==> src/slrl_pkg.sv <==
// Shared types and constants of the segment record loader.
`default_nettype none
package slrl_pkg;

	localparam logic [7:0] MAGIC0_BYTE     = 8'h89;
	localparam logic [7:0] MAGIC1_BYTE     = 8'h14;
	localparam logic [7:0] HDR_END         = 8'h00;
	localparam logic [7:0] HDR_ENTRY       = 8'h80;
	localparam logic [7:0] HDR_INFO        = 8'h81;
	localparam logic [7:0] GRAN_ONE        = 8'h01;
	localparam logic [7:0] RELOC_CPU_RESET = 8'h51;

	localparam int unsigned PADDR_W = 3;
	localparam logic CFG_IDX_RELOC_CPU = 1'b0;

	typedef enum logic [3:0] {
		PH_MAGIC0 = 4'd0,
		PH_MAGIC1 = 4'd1,
		PH_HEADER = 4'd2,
		PH_ENTRY  = 4'd3,
		PH_INFO   = 4'd4,
		PH_START  = 4'd5,
		PH_LENGTH = 4'd6,
		PH_DATA   = 4'd7,
		PH_HALT   = 4'd8
	} phase_t;

	typedef enum logic [2:0] {
		K_WRITE  = 3'd0,
		K_DONE   = 3'd1,
		K_MAGIC  = 3'd2,
		K_HEADER = 3'd3,
		K_GRAN   = 3'd4,
		K_ZERO   = 3'd5,
		K_NEG    = 3'd6
	} kind_t;

	typedef struct packed {
		kind_t       kind;
		logic [31:0] write_address;
		logic [7:0]  write_data;
		logic [31:0] relocated_total;
	} result_t;

endpackage
`default_nettype wire

==> src/slrl_cfg.sv <==
// APB-style configuration register bank.
`default_nettype none
module slrl_cfg (
	input  wire logic                          clk,
	input  wire logic                          arst_n,
	input  wire logic                          psel,
	input  wire logic                          penable,
	input  wire logic                          pwrite,
	input  wire logic [slrl_pkg::PADDR_W-1:0]  paddr,
	input  wire logic [31:0]                   pwdata,
	output logic      [31:0]                   prdata,
	output logic                               pready,
	output logic      [7:0]                    relocated_cpu_code
);

	logic [7:0] reloc_cpu_q;
	logic       wr_en;
	logic       sel_reloc;

	assign pready    = 1'b1;
	assign sel_reloc = (paddr[2] == slrl_pkg::CFG_IDX_RELOC_CPU);
	assign wr_en     = psel && penable && pwrite && pready;

	always_ff @(posedge clk or negedge arst_n) begin
		if (!arst_n) begin
			reloc_cpu_q <= slrl_pkg::RELOC_CPU_RESET;
		end else if (wr_en && sel_reloc) begin
			reloc_cpu_q <= pwdata[7:0];
		end
	end

	always_comb begin
		prdata = '0;
		if (sel_reloc) begin
			prdata = {24'd0, reloc_cpu_q};
		end
	end

	assign relocated_cpu_code = reloc_cpu_q;

endmodule
`default_nettype wire

==> src/slrl_parse.sv <==
// Record parser: parse state registers and the per-word next-state logic.
`default_nettype none
module slrl_parse (
	input  wire logic              clk,
	input  wire logic              arst_n,
	input  wire logic              accept,
	input  wire logic [7:0]        stream_byte,
	input  wire logic              file_start,
	input  wire logic [7:0]        relocated_cpu_code,
	output logic                   res_valid,
	output slrl_pkg::result_t      res
);

	slrl_pkg::phase_t phase_q, phase_d, eff_phase;
	logic [1:0]  fbc_q, fbc_d, eff_fbc;
	logic [7:0]  cpu_q, cpu_d, eff_cpu;
	logic [31:0] seg_start_q, seg_start_d, eff_seg_start;
	logic [15:0] seg_len_q, seg_len_d, eff_seg_len;
	logic [15:0] remain_q, remain_d, eff_remain;
	logic [31:0] wptr_q, wptr_d, eff_wptr;
	logic [31:0] prev_start_q, prev_start_d, eff_prev_start;
	logic [15:0] prev_len_q, prev_len_d, eff_prev_len;
	logic [31:0] total_q, total_d, eff_total;

	logic [15:0] full_len;
	logic [32:0] total_sum;
	logic [31:0] packed_start;
	logic [31:0] byte_lane;
	logic        relocate;

	// A file start restarts from the cleared state before the word is parsed.
	always_comb begin
		if (file_start) begin
			eff_phase      = slrl_pkg::PH_MAGIC0;
			eff_fbc        = '0;
			eff_cpu        = '0;
			eff_seg_start  = '0;
			eff_seg_len    = '0;
			eff_remain     = '0;
			eff_wptr       = '0;
			eff_prev_start = '0;
			eff_prev_len   = '0;
			eff_total      = '0;
		end else begin
			eff_phase      = phase_q;
			eff_fbc        = fbc_q;
			eff_cpu        = cpu_q;
			eff_seg_start  = seg_start_q;
			eff_seg_len    = seg_len_q;
			eff_remain     = remain_q;
			eff_wptr       = wptr_q;
			eff_prev_start = prev_start_q;
			eff_prev_len   = prev_len_q;
			eff_total      = total_q;
		end
	end

	assign full_len     = {stream_byte, eff_seg_len[7:0]};
	assign total_sum    = {1'b0, eff_total} + {17'd0, full_len};
	assign packed_start = eff_prev_start + {16'd0, eff_prev_len};
	assign byte_lane    = {24'd0, stream_byte} << {eff_fbc, 3'b000};
	assign relocate     = (eff_cpu == relocated_cpu_code);

	always_comb begin
		phase_d      = eff_phase;
		fbc_d        = eff_fbc;
		cpu_d        = eff_cpu;
		seg_start_d  = eff_seg_start;
		seg_len_d    = eff_seg_len;
		remain_d     = eff_remain;
		wptr_d       = eff_wptr;
		prev_start_d = eff_prev_start;
		prev_len_d   = eff_prev_len;
		total_d      = eff_total;

		res_valid           = 1'b0;
		res.kind            = slrl_pkg::K_WRITE;
		res.write_address   = '0;
		res.write_data      = '0;
		res.relocated_total = eff_total;

		unique case (eff_phase)
			slrl_pkg::PH_MAGIC0: begin
				phase_d = slrl_pkg::PH_MAGIC1;
				if (stream_byte != slrl_pkg::MAGIC0_BYTE) begin
					res_valid = 1'b1;
					res.kind  = slrl_pkg::K_MAGIC;
				end
			end
			slrl_pkg::PH_MAGIC1: begin
				phase_d = slrl_pkg::PH_HEADER;
				if (stream_byte != slrl_pkg::MAGIC1_BYTE) begin
					res_valid = 1'b1;
					res.kind  = slrl_pkg::K_MAGIC;
				end
			end
			slrl_pkg::PH_HEADER: begin
				if (stream_byte == slrl_pkg::HDR_END) begin
					phase_d   = slrl_pkg::PH_HALT;
					res_valid = 1'b1;
					res.kind  = slrl_pkg::K_DONE;
				end else if (stream_byte == slrl_pkg::HDR_ENTRY) begin
					phase_d = slrl_pkg::PH_ENTRY;
					fbc_d   = '0;
				end else if (stream_byte == slrl_pkg::HDR_INFO) begin
					phase_d = slrl_pkg::PH_INFO;
					fbc_d   = '0;
				end else if (stream_byte > slrl_pkg::HDR_INFO) begin
					phase_d   = slrl_pkg::PH_HALT;
					res_valid = 1'b1;
					res.kind  = slrl_pkg::K_HEADER;
				end else begin
					// header byte is the cpu code itself
					cpu_d       = stream_byte;
					phase_d     = slrl_pkg::PH_START;
					fbc_d       = '0;
					seg_start_d = '0;
				end
			end
			slrl_pkg::PH_ENTRY: begin
				if (eff_fbc >= 2'd2) begin
					phase_d = slrl_pkg::PH_HEADER;
				end else begin
					fbc_d = eff_fbc + 2'd1;
				end
			end
			slrl_pkg::PH_INFO: begin
				if (eff_fbc == 2'd0) begin
					cpu_d = stream_byte;
					fbc_d = 2'd1;
				end else if (eff_fbc == 2'd1) begin
					fbc_d = 2'd2;
				end else if (stream_byte != slrl_pkg::GRAN_ONE) begin
					phase_d   = slrl_pkg::PH_HALT;
					res_valid = 1'b1;
					res.kind  = slrl_pkg::K_GRAN;
				end else begin
					phase_d     = slrl_pkg::PH_START;
					fbc_d       = '0;
					seg_start_d = '0;
				end
			end
			slrl_pkg::PH_START: begin
				seg_start_d = eff_seg_start | byte_lane;
				if (eff_fbc == 2'd3) begin
					phase_d   = slrl_pkg::PH_LENGTH;
					fbc_d     = '0;
					seg_len_d = '0;
				end else begin
					fbc_d = eff_fbc + 2'd1;
				end
			end
			slrl_pkg::PH_LENGTH: begin
				if (eff_fbc == 2'd0) begin
					seg_len_d = {8'd0, stream_byte};
					fbc_d     = 2'd1;
				end else begin
					seg_len_d = full_len;
					fbc_d     = '0;
					if (full_len == 16'd0) begin
						phase_d   = slrl_pkg::PH_HALT;
						res_valid = 1'b1;
						res.kind  = slrl_pkg::K_ZERO;
					end else if (eff_seg_start[31]) begin
						phase_d   = slrl_pkg::PH_HALT;
						res_valid = 1'b1;
						res.kind  = slrl_pkg::K_NEG;
					end else begin
						// pack relocated segments right after the previous one
						if (relocate) begin
							seg_start_d  = packed_start;
							prev_start_d = packed_start;
							wptr_d       = packed_start;
							total_d      = total_sum[32] ? '1 : total_sum[31:0];
						end else begin
							prev_start_d = eff_seg_start;
							wptr_d       = eff_seg_start;
						end
						prev_len_d = full_len;
						remain_d   = full_len;
						phase_d    = slrl_pkg::PH_DATA;
					end
				end
			end
			slrl_pkg::PH_DATA: begin
				res_valid         = 1'b1;
				res.kind          = slrl_pkg::K_WRITE;
				res.write_address = eff_wptr;
				res.write_data    = stream_byte;
				wptr_d            = eff_wptr + 32'd1;
				remain_d          = eff_remain - 16'd1;
				if (eff_remain == 16'd1) begin
					phase_d = slrl_pkg::PH_HEADER;
				end
			end
			slrl_pkg::PH_HALT: begin
				// drop everything until the next file start
			end
			default: begin
			end
		endcase
	end

	always_ff @(posedge clk or negedge arst_n) begin
		if (!arst_n) begin
			phase_q      <= slrl_pkg::PH_MAGIC0;
			fbc_q        <= '0;
			cpu_q        <= '0;
			seg_start_q  <= '0;
			seg_len_q    <= '0;
			remain_q     <= '0;
			wptr_q       <= '0;
			prev_start_q <= '0;
			prev_len_q   <= '0;
			total_q      <= '0;
		end else if (accept) begin
			phase_q      <= phase_d;
			fbc_q        <= fbc_d;
			cpu_q        <= cpu_d;
			seg_start_q  <= seg_start_d;
			seg_len_q    <= seg_len_d;
			remain_q     <= remain_d;
			wptr_q       <= wptr_d;
			prev_start_q <= prev_start_d;
			prev_len_q   <= prev_len_d;
			total_q      <= total_d;
		end
	end

	a_data_has_bytes: assert property (@(posedge clk) disable iff (!arst_n)
		(phase_q == slrl_pkg::PH_DATA) |-> (remain_q != 16'd0))
		else $error("data phase with no bytes remaining");

	a_halt_silent: assert property (@(posedge clk) disable iff (!arst_n)
		(phase_q == slrl_pkg::PH_HALT && !file_start) |-> !res_valid)
		else $error("result produced while halted");

endmodule
`default_nettype wire

==> src/slrl_out_buf.sv <==
// Result register with a skid stage, so a stalled receiver does not block intake.
`default_nettype none
module slrl_out_buf (
	input  wire logic              clk,
	input  wire logic              arst_n,
	input  wire logic              push,
	input  wire slrl_pkg::result_t push_data,
	output logic                   space,
	output logic                   out_valid,
	input  wire logic              out_ready,
	output slrl_pkg::result_t      out_data
);

	logic              out_valid_q;
	logic              skid_valid_q;
	slrl_pkg::result_t out_q;
	slrl_pkg::result_t skid_q;
	logic              pop;
	logic              load_out;

	assign pop      = out_valid_q && out_ready;
	assign load_out = !out_valid_q || pop;
	assign space    = !skid_valid_q;

	always_ff @(posedge clk or negedge arst_n) begin
		if (!arst_n) begin
			out_valid_q  <= 1'b0;
			skid_valid_q <= 1'b0;
		end else if (load_out) begin
			if (skid_valid_q) begin
				out_valid_q  <= 1'b1;
				skid_valid_q <= 1'b0;
			end else begin
				out_valid_q <= push;
			end
		end else if (push) begin
			skid_valid_q <= 1'b1;
		end
	end

	always_ff @(posedge clk) begin
		if (load_out) begin
			out_q <= skid_valid_q ? skid_q : push_data;
		end
		if (!load_out && push) begin
			skid_q <= push_data;
		end
	end

	assign out_valid = out_valid_q;
	assign out_data  = out_q;

	a_skid_behind_out: assert property (@(posedge clk) disable iff (!arst_n)
		skid_valid_q |-> out_valid_q)
		else $error("skid word held with empty output register");

	a_no_overrun: assert property (@(posedge clk) disable iff (!arst_n)
		(skid_valid_q && !pop) |=> (skid_valid_q && $stable(skid_q)))
		else $error("skid word lost or overwritten");

endmodule
`default_nettype wire

==> src/segment_record_loader_unit.sv <==
// Top level of the segment record loader.
//
// Input channel: one object-file byte per word (stream_byte, file_start)
// under byte_valid / byte_ready. A word with file_start set clears the parse
// state and counts as the first magic byte.
// Output channel: kind, write_address, write_data, relocated_total under
// result_valid / result_ready; a word yields zero or one result.
// Configuration: APB-style port, relocated_cpu_code at byte address 0.
// Each result is registered in the result register or the skid word.
// Throughput: one byte per cycle while byte_ready is high; the whole parse
// step sits between the parse state registers and the result register.
// Stall: a result register plus one skid word absorb a stalled receiver;
// byte_ready drops only when both hold words, and rises again once the
// receiver takes one.
// Reset: relocated_cpu_code returns to 0x51, the parser waits for the first
// magic byte, and both result words are emptied.
`default_nettype none
module segment_record_loader_unit (
	input  wire logic                          clk,
	input  wire logic                          arst_n,
	input  wire logic                          byte_valid,
	output logic                               byte_ready,
	input  wire logic [7:0]                    stream_byte,
	input  wire logic                          file_start,
	output logic                               result_valid,
	input  wire logic                          result_ready,
	output logic      [2:0]                    kind,
	output logic      [31:0]                   write_address,
	output logic      [7:0]                    write_data,
	output logic      [31:0]                   relocated_total,
	input  wire logic                          psel,
	input  wire logic                          penable,
	input  wire logic                          pwrite,
	input  wire logic [slrl_pkg::PADDR_W-1:0]  paddr,
	input  wire logic [31:0]                   pwdata,
	output logic      [31:0]                   prdata,
	output logic                               pready
);

	logic              accept;
	logic              res_valid;
	logic              space;
	logic [7:0]        reloc_cpu;
	slrl_pkg::result_t res;
	slrl_pkg::result_t out_data;

	assign byte_ready = space;
	assign accept     = byte_valid && byte_ready;

	slrl_cfg u_cfg (
		.clk                (clk),
		.arst_n             (arst_n),
		.psel               (psel),
		.penable            (penable),
		.pwrite             (pwrite),
		.paddr              (paddr),
		.pwdata             (pwdata),
		.prdata             (prdata),
		.pready             (pready),
		.relocated_cpu_code (reloc_cpu)
	);

	slrl_parse u_parse (
		.clk                (clk),
		.arst_n             (arst_n),
		.accept             (accept),
		.stream_byte        (stream_byte),
		.file_start         (file_start),
		.relocated_cpu_code (reloc_cpu),
		.res_valid          (res_valid),
		.res                (res)
	);

	slrl_out_buf u_out_buf (
		.clk       (clk),
		.arst_n    (arst_n),
		.push      (accept && res_valid),
		.push_data (res),
		.space     (space),
		.out_valid (result_valid),
		.out_ready (result_ready),
		.out_data  (out_data)
	);

	assign kind            = out_data.kind;
	assign write_address   = out_data.write_address;
	assign write_data      = out_data.write_data;
	assign relocated_total = out_data.relocated_total;

endmodule
`default_nettype wire
==> config.mk <==
export PLATFORM = sky130hd
export DESIGN_NAME = segment_record_loader_unit
export DESIGN_NICKNAME = d
export VERILOG_FILES = /design/src/slrl_pkg.sv /design/src/slrl_cfg.sv /design/src/slrl_parse.sv /design/src/slrl_out_buf.sv /design/src/segment_record_loader_unit.sv
export SDC_FILE = /design/constraint.sdc
export NUM_CORES = 1
export LEC_CHECK = 0
export BUFFER_PORTS_ARGS = -buffer_cell sky130_fd_sc_hd__buf_2
export CORE_MARGIN = 2
export CORE_UTILIZATION = 30
export CTS_CLUSTER_SIZE = 24
export DETAILED_ROUTE_END_ITERATION = 16
export PLACE_DENSITY = 0.51
export SLEW_MARGIN = 20
export SYNTH_ARGS = -nofsm -noshare
export SYNTH_HDL_FRONTEND = slang
export SYNTH_SLANG_ARGS = --single-unit
==> constraint.sdc <==
create_clock -name clk -period 7.75 [get_ports clk]
set_input_delay 0.3875 -clock clk [delete_from_list [all_inputs] [get_ports clk]]
set_output_delay 0.3875 -clock clk [all_outputs]
set_load 0.02 [all_outputs]
* Word-level counts from Yosys, hierarchy flattened
Index checks and enable logic that the tools add are counted.
** Storage, ports and cells
- Output and inout port bits :: 110
- Logic and storage cells :: 173
- ROM bits :: 0
- Bits in writable memories :: 0
- Memories kept :: 0
- Register bits after elaboration :: 350
- Input bits :: 51
- Latch bits :: 0
** Cells by class
- Reductions and logical operators :: 16
- Add/subtract/negate cells :: 5
- Equality and inequality tests :: 16
- Shifts and indexed selects :: 1
- Order comparisons :: 2
- Multiply operators :: 0
- Muxes and demuxes :: 110
- Div/mod/pow operators :: 0
- Bitwise logic cells :: 2
** Operator list (number)
- $mux 32 :: 28
- $mux 16 :: 12
- $pmux 32 s4 :: 1
- $mux 75 :: 1
- $pmux 16 s2 :: 2
- $pmux 32 s2 :: 1
- $mux 4 :: 14
- $mux 8 :: 7
- $mux 40 :: 1
- $add 32x16->33 :: 1
- $add 32x1->32 const B :: 1
- $add 32x16->32 :: 1
- $or 32x32->32 :: 1
- $pmux 4 s8 :: 1
- $shl 8x5->32 :: 1
- $mux 3 :: 9
- $mux 2 :: 13
- $eq 16x1->1 const B :: 1
- $eq 4x3->1 const B :: 4
- $eq 8x8->1 const B :: 2
- $logic_not 16->1 :: 1
- $mux 1 :: 16
- $pmux 8 s2 :: 1
- $sub 16x1->16 const B :: 1
- 22 further kinds :: 31

* Logic depth before layout (Yosys ltp)
- Word-level depth :: 9
- Depth in mapped cells :: 20
- Mapped depth without buffers :: 12

* Modules after synthesis
Synthesis repeated with hierarchy kept, for this count alone.
** Second synthesis, totals
- Cell total of the unflattened synthesis :: 2091
- Area total of the unflattened synthesis :: 20079.3 um^2
** Modules (own cells, without submodules)
- slrl_parse :: area an instance 13874.6 um^2, seq. area each 4554.4 um^2, times used 1, cells an instance 1794
- slrl_out_buf :: area an instance 5609.1 um^2, seq. area each 4554.4 um^2, times used 1, cells an instance 243
- slrl_cfg :: area an instance 583.1 um^2, seq. area each 203.9 um^2, times used 1, cells an instance 52
- segment_record_loader_unit :: area an instance 12.5 um^2, seq. area each 0.0 um^2, times used 1, cells an instance 2

* Worst setup path after synthesis
OpenSTA, ideal clock, no wires.
- Path kind :: register -> register
- From :: reg u_out_buf.out_valid_q, in the netlist u_out_buf.out_valid
- To :: reg u_out_buf.skid_q[0] (netlist name) (enable)
- Required time :: 7241 ps
- Buffers on the path :: 0
- Arrival time :: 5581 ps
- Cell stages (with the launch flop) :: 3
- Clock period less this slack :: 6090 ps
- Path slack :: 1660 ps
- Setup time :: 509 ps
- Cell sequence :: dfrtp_1 nand2b_1 nor2_1
** On the way
- Longest elaborated chain between the ends :: 4
- Elaborated cells on any way between the ends :: 5
- Those cells by class :: reduce/logical: 5
** Ends and longest elaborated chain
- start, declared :: RTL line slrl_out_buf.sv:14 : logic out_valid_q;
- start signal, assigned :: RTL line slrl_out_buf.sv:34 : out_valid_q <= push;
- $logic_not 1->1 / $logic_and 1x1->1 (equally long branches) :: RTL line slrl_out_buf.sv:22, slrl_out_buf.sv:21
- $logic_or 1x1->1 (*) :: RTL line slrl_out_buf.sv:22 : assign load_out = !out_valid_q || pop;
- via u_out_buf.load_out :: RTL line slrl_out_buf.sv:19 : logic load_out;
- $logic_not 1->1 (*) :: RTL line slrl_out_buf.sv:45 : if (!load_out && push) begin
- $logic_and 1x1->1 (*) :: RTL line slrl_out_buf.sv:45
- end signal, assigned :: RTL line slrl_out_buf.sv:46 : skid_q <= push_data;
- end, declared :: RTL line slrl_out_buf.sv:17 : slrl_pkg::result_t skid_q;
The timed path passes the listed nets; every way through them passes the cells marked *.
A chain may end at the register's enable or synchronous reset.

* Worst setup path after layout
- From :: reg u_parse.phase_q[3]
- To :: reg u_parse.prev_start_q[3]
** On the way
- Longest elaborated chain between the ends :: 3
** Ends and longest elaborated chain
- start, declared :: RTL line slrl_parse.sv:14 : slrl_pkg::phase_t phase_q, phase_d, eff_phase;
- start signal, assigned :: RTL line slrl_parse.sv:206 : phase_q <= slrl_pkg::PH_MAGIC0;
- start signal, assigned :: RTL line slrl_parse.sv:217 : phase_q <= phase_d;
- $mux 4 :: RTL line slrl_parse.sv:33 : if (file_start) begin
- $eq 4x3->1 :: RTL line slrl_parse.sv:82 : unique case (eff_phase)
- $mux 32 :: RTL line slrl_parse.sv:82
- end signal, assigned :: RTL line slrl_parse.sv:224 : prev_start_q <= prev_start_d;
- end, declared :: RTL line slrl_parse.sv:21 : logic [31:0] prev_start_q, prev_start_d, eff_prev_start;
No other way between the ends.

==> impl_metrics.csv <==
group,metric,value,unit
run_status,run_status,"finished clean",
critical_path,crit_fanout,16,
critical_path,path_buf_inv,1,
grt,grt_first_pass_wirelength,106000,µm
cells_and_area,post_layout_nonfiller_instances,3100,
clock_network,cts.sink_count,342,
cells_and_area,layout.filler_cells,6832,
logic_synthesis,synth_top_cells_by_count,"sky130_fd_sc_hd__nand2_1 (232), sky130_fd_sc_hd__dfrtp_1 (189), sky130_fd_sc_hd__nor2_1 (160), sky130_fd_sc_hd__o21ai_0 (158), sky130_fd_sc_hd__edfxtp_1 (150)",
timing,rsz0062_at_grt,"false",
logic_synthesis,ys_seq_area_share,46.1,%
route,route.detailed.vias_per_inst,5.76,
floorplan,fp-row-count,95,
logic_synthesis,yosys.cell_count.top_type,"sky130_fd_sc_hd__nand2_1",
cells_and_area,layout.area.seq,9310,µm²
logic_synthesis,syn_avg_cell_area,9.48,µm²
critical_path,path_delay_family,"simple AND/OR/NAND/NOR gates",
logic_synthesis,yosys_register_bits,342,
clock_network,post-cts-setup-buffers,0,
clock_network,cts-root-buf,"sky130_fd_sc_hd__clkbuf_16",
clock_network,cts_made_buffers,42,
timing,timing.fmax,0.222,GHz
floorplan,starting_density,30.2,%
cells_and_area,multi_input_comb_area,10100,µm²
cells_and_area,number_of_diodes,0,
floorplan,floorplan.die_area,69400,µm²
critical_path,crit_chain,"or3b_1 > nand3b_1 > buf_4 > nor2_1 > nand2_1 > nor4_1 > o22a_1",
logic_synthesis,ys_warn_count,0,
grt,globalRoute.totalOverflow,0,
logic_synthesis,number_of_instances_in_the_synthesized_netlist,2131,
critical_path,r2r_slack,3250,ps
clock_network,ctsLongestPathBuffers,3,
route,drt.antenna.violating_nets,0,
route,overall_via_count_from_detail_route,17850,
clock_network,worst_skew_pair.late_latency,590,ps
grt,first_global_vias,17056,
floorplan,die-width,263,µm
hold_path,hold_class,"in -> reg",
grt,global_route.usage.total,19.7,%
timing,timing.clock.skew,26.8,ps
critical_path,crit_path_top_delay_cell,"sky130_fd_sc_hd__nor4_1",
timing,timing_hold_violations_final,0,
power,p_leak,9.32,nW
logic_synthesis,yosysTopAreaCellShare,23.4,%
timing,timing_max_transition_violations_final,0,
critical_path,cp.required,8250,ps
timing,worstMarginPinSlew,1210,ps
place,dpl.cell_count,3021,
clock_network,cts_resized,0,
critical_path,cp.arrival,5000,ps
logic_synthesis,yosys-top-cells-area,"sky130_fd_sc_hd__dfrtp_1 (23%), sky130_fd_sc_hd__edfxtp_1 (22%), sky130_fd_sc_hd__nand2_1 (4.3%), sky130_fd_sc_hd__o21ai_0 (3.9%), sky130_fd_sc_hd__mux2_2 (3.7%)",
place,place_congestion,0.889,
timing,setup_total_negative_slack,0,ps
cells_and_area,syn2layout_area_growth,14.0,%
job,max_cap_viol_count,0,
power,p_total,6.09,mW
route,route.detailed.drc,0,
floorplan,fp.coreArea,66900,µm²
logic_synthesis,synth_top_cell_by_area,"sky130_fd_sc_hd__dfrtp_1",
route,dr.pass1.iters,6,
grt,maximum_number_of_pins_on_one_net_before_global_route_repair,89,
timing,final_period_minus_worst_setup_slack,4500,ps
floorplan,boundaryPins,161,
critical_path,timing.critical_path.from_type,"flop",
place,hpwl,47100,µm
grt,antenna_found_initial,1,
place,place.port_buffers,109,
critical_path,max_stage_delay,920,ps
timing,share_of_the_cycle_needed_by_the_critical_path_after_routing,58.0,%
cells_and_area,fin_nets,2277,
logic_synthesis,synth_enable_flop_cells,150,
clock_network,cts_tree,"yes",
timing,max_slew_margin,18.7,%
logic_synthesis,post_synth_num_cell_types,101,
route,route.detailed.wl_per_inst,22.7,µm
logic_synthesis,syn_std_cell_area,20200,µm²
route,wirelength,70200,µm
clock_network,clk_pin_slew,60,ps
route,first_iter_violations,1871,
logic_synthesis,asyncSetResetFlopFracSynth,56.1,%
floorplan,die_height,263,µm
clock_network,clock_tree.htree_level_count,2,
power,irDropWorstVdd,0.000140,V
critical_path,crit_path_end_kind,"flop",
timing,final-setup-viol-count,0,
cells_and_area,fraction_of_layout_instances_using_a_drive_strength_above_1,15.0,%
critical_path,critPathKind,"reg -> reg",
power,pwr_density_cell,265,nW/µm²
logic_synthesis,postSynth.topFlopCell,"sky130_fd_sc_hd__dfrtp_1",
## cell type report
cell class | count | area share (%)
tap | 873 | 4.75
clock inverter | 16 | 0.875
clock buffer | 62 | 5.20
inverter | 38 | 0.620
sequential | 342 | 40.5
multi-input combinational | 1614 | 44.1
timing repair buffer | 155 | 4.00
## per-layer routing
metal | vias to the layer above | GRT usage [%] | share of wire (%)
met3 | 181 | 4.21 | 8.5
li1 | 8047 | - | -
met2 | 823 | 29.9 | 43
met1 | 8799 | 27.1 | 44
met4 | 0 | 8.57 | 4.4
met5 | - | 0 | 0
## repair_timing
action / CTS / global route
hold buffers: 1 / 0
endpoints found under the hold margin: 78 / 0
setup endpoints to repair: 0 / 0
## worst register-to-register path, stage by stage, from the launching register on
cell	delay, ps
sky130_fd_sc_hd__dfrtp_1	560
sky130_fd_sc_hd__or3b_1	490
sky130_fd_sc_hd__nand3b_1	580
sky130_fd_sc_hd__buf_4	440
sky130_fd_sc_hd__nor2_1	660
sky130_fd_sc_hd__nand2_1	530
sky130_fd_sc_hd__nor4_1	920
sky130_fd_sc_hd__o22a_1	230
## placed cells by master (no fill, tap or decap), types with 32 or more instances in the layout
cell type / count
sky130_fd_sc_hd__a31oi_1: 32
sky130_fd_sc_hd__nor3_1: 58
sky130_fd_sc_hd__ha_1: 32
sky130_fd_sc_hd__a22oi_1: 35
sky130_fd_sc_hd__a21oi_1: 121
sky130_fd_sc_hd__buf_2: 107
sky130_fd_sc_hd__mux2_2: 67
sky130_fd_sc_hd__buf_4: 44
sky130_fd_sc_hd__clkbuf_16: 43
sky130_fd_sc_hd__nor2b_1: 96
sky130_fd_sc_hd__nand2_1: 230
sky130_fd_sc_hd__inv_1: 35
sky130_fd_sc_hd__nand3_1: 58
sky130_fd_sc_hd__nor2_1: 158
sky130_fd_sc_hd__edfxtp_1: 150
sky130_fd_sc_hd__dfrtp_1: 189
sky130_fd_sc_hd__and3_1: 44
sky130_fd_sc_hd__a22o_1: 43
sky130_fd_sc_hd__o21ai_0: 158
## sequential cells by signal, summed over array words and instances, names as in the netlist
| signal | cells |
|---|---|
| u_parse.prev_len_q | 16 |
| u_parse.seg_len_q | 8 |
| u_out_buf.out_valid | 1 |
| u_out_buf.skid_q | 75 |
| u_parse.total_q | 32 |
| u_parse.remain_q | 16 |
| u_parse.seg_start_q | 32 |
| u_parse.prev_start_q | 32 |
| u_parse.wptr_q | 32 |
| u_out_buf.skid_valid_q | 1 |
| u_cfg.relocated_cpu_code | 8 |
| u_out_buf.out_data | 75 |
| u_parse.fbc_q | 2 |
| u_parse.phase_q | 4 |
| u_parse.cpu_q | 8 |
## logic make-up after synthesis
group,after synthesis,synth area share (%)
flip-flops,342,46.1
adder cells (fa/ha/maj),36,2.25
buffers and inverters,198,4.39
XOR/XNOR,40,1.74
AO/OA/AOI/OAI,642,21.3
AND/OR/NAND/NOR,788,19.6
other,2,0.0372
multiplexers,83,4.53
## report_power, final
| group | leakage (nW) | switching (mW) | internal, mW |
|---|---|---|---|
| Sequential | 4.17 | 0.207 | 2.19 |
| Combinational | 4.47 | 1.15 | 0.510 |
| Clock | 0.682 | 0.819 | 1.21 |
| Total | 9.32 | 2.18 | 3.91 |
## per-stage QoR
stage	cell area [µm²]	hold slack, ps	util, %	worst slack [ps]
CTS	23000	24.4	34.4	3460
global route	23000	39.4	34.4	3210
global placement	21600	448	32.3	3160
floorplan	20300	91.9	-	1660
detailed placement	21600	452	32.3	3150
finish	23000	47.4	34.4	3250
## path summary, 6_finish.rpt
kind / startpoint / to / cells after the start
min in group asynchronous: arst_n / u_parse.total_q[14] / 2
max in group asynchronous: arst_n / u_parse.remain_q[14] / 3
setup / recovery: u_parse.phase_q[3] / u_parse.prev_start_q[3] / 7
setup reg to reg: u_parse.phase_q[3] / u_parse.prev_start_q[3] / 7
hold reg to reg: u_parse.total_q[1] / u_parse.total_q[1] / 2
hold / removal: pwdata[4] / u_cfg.relocated_cpu_code[4] / 2
Note: power is estimated with default switching activity, not from simulation.
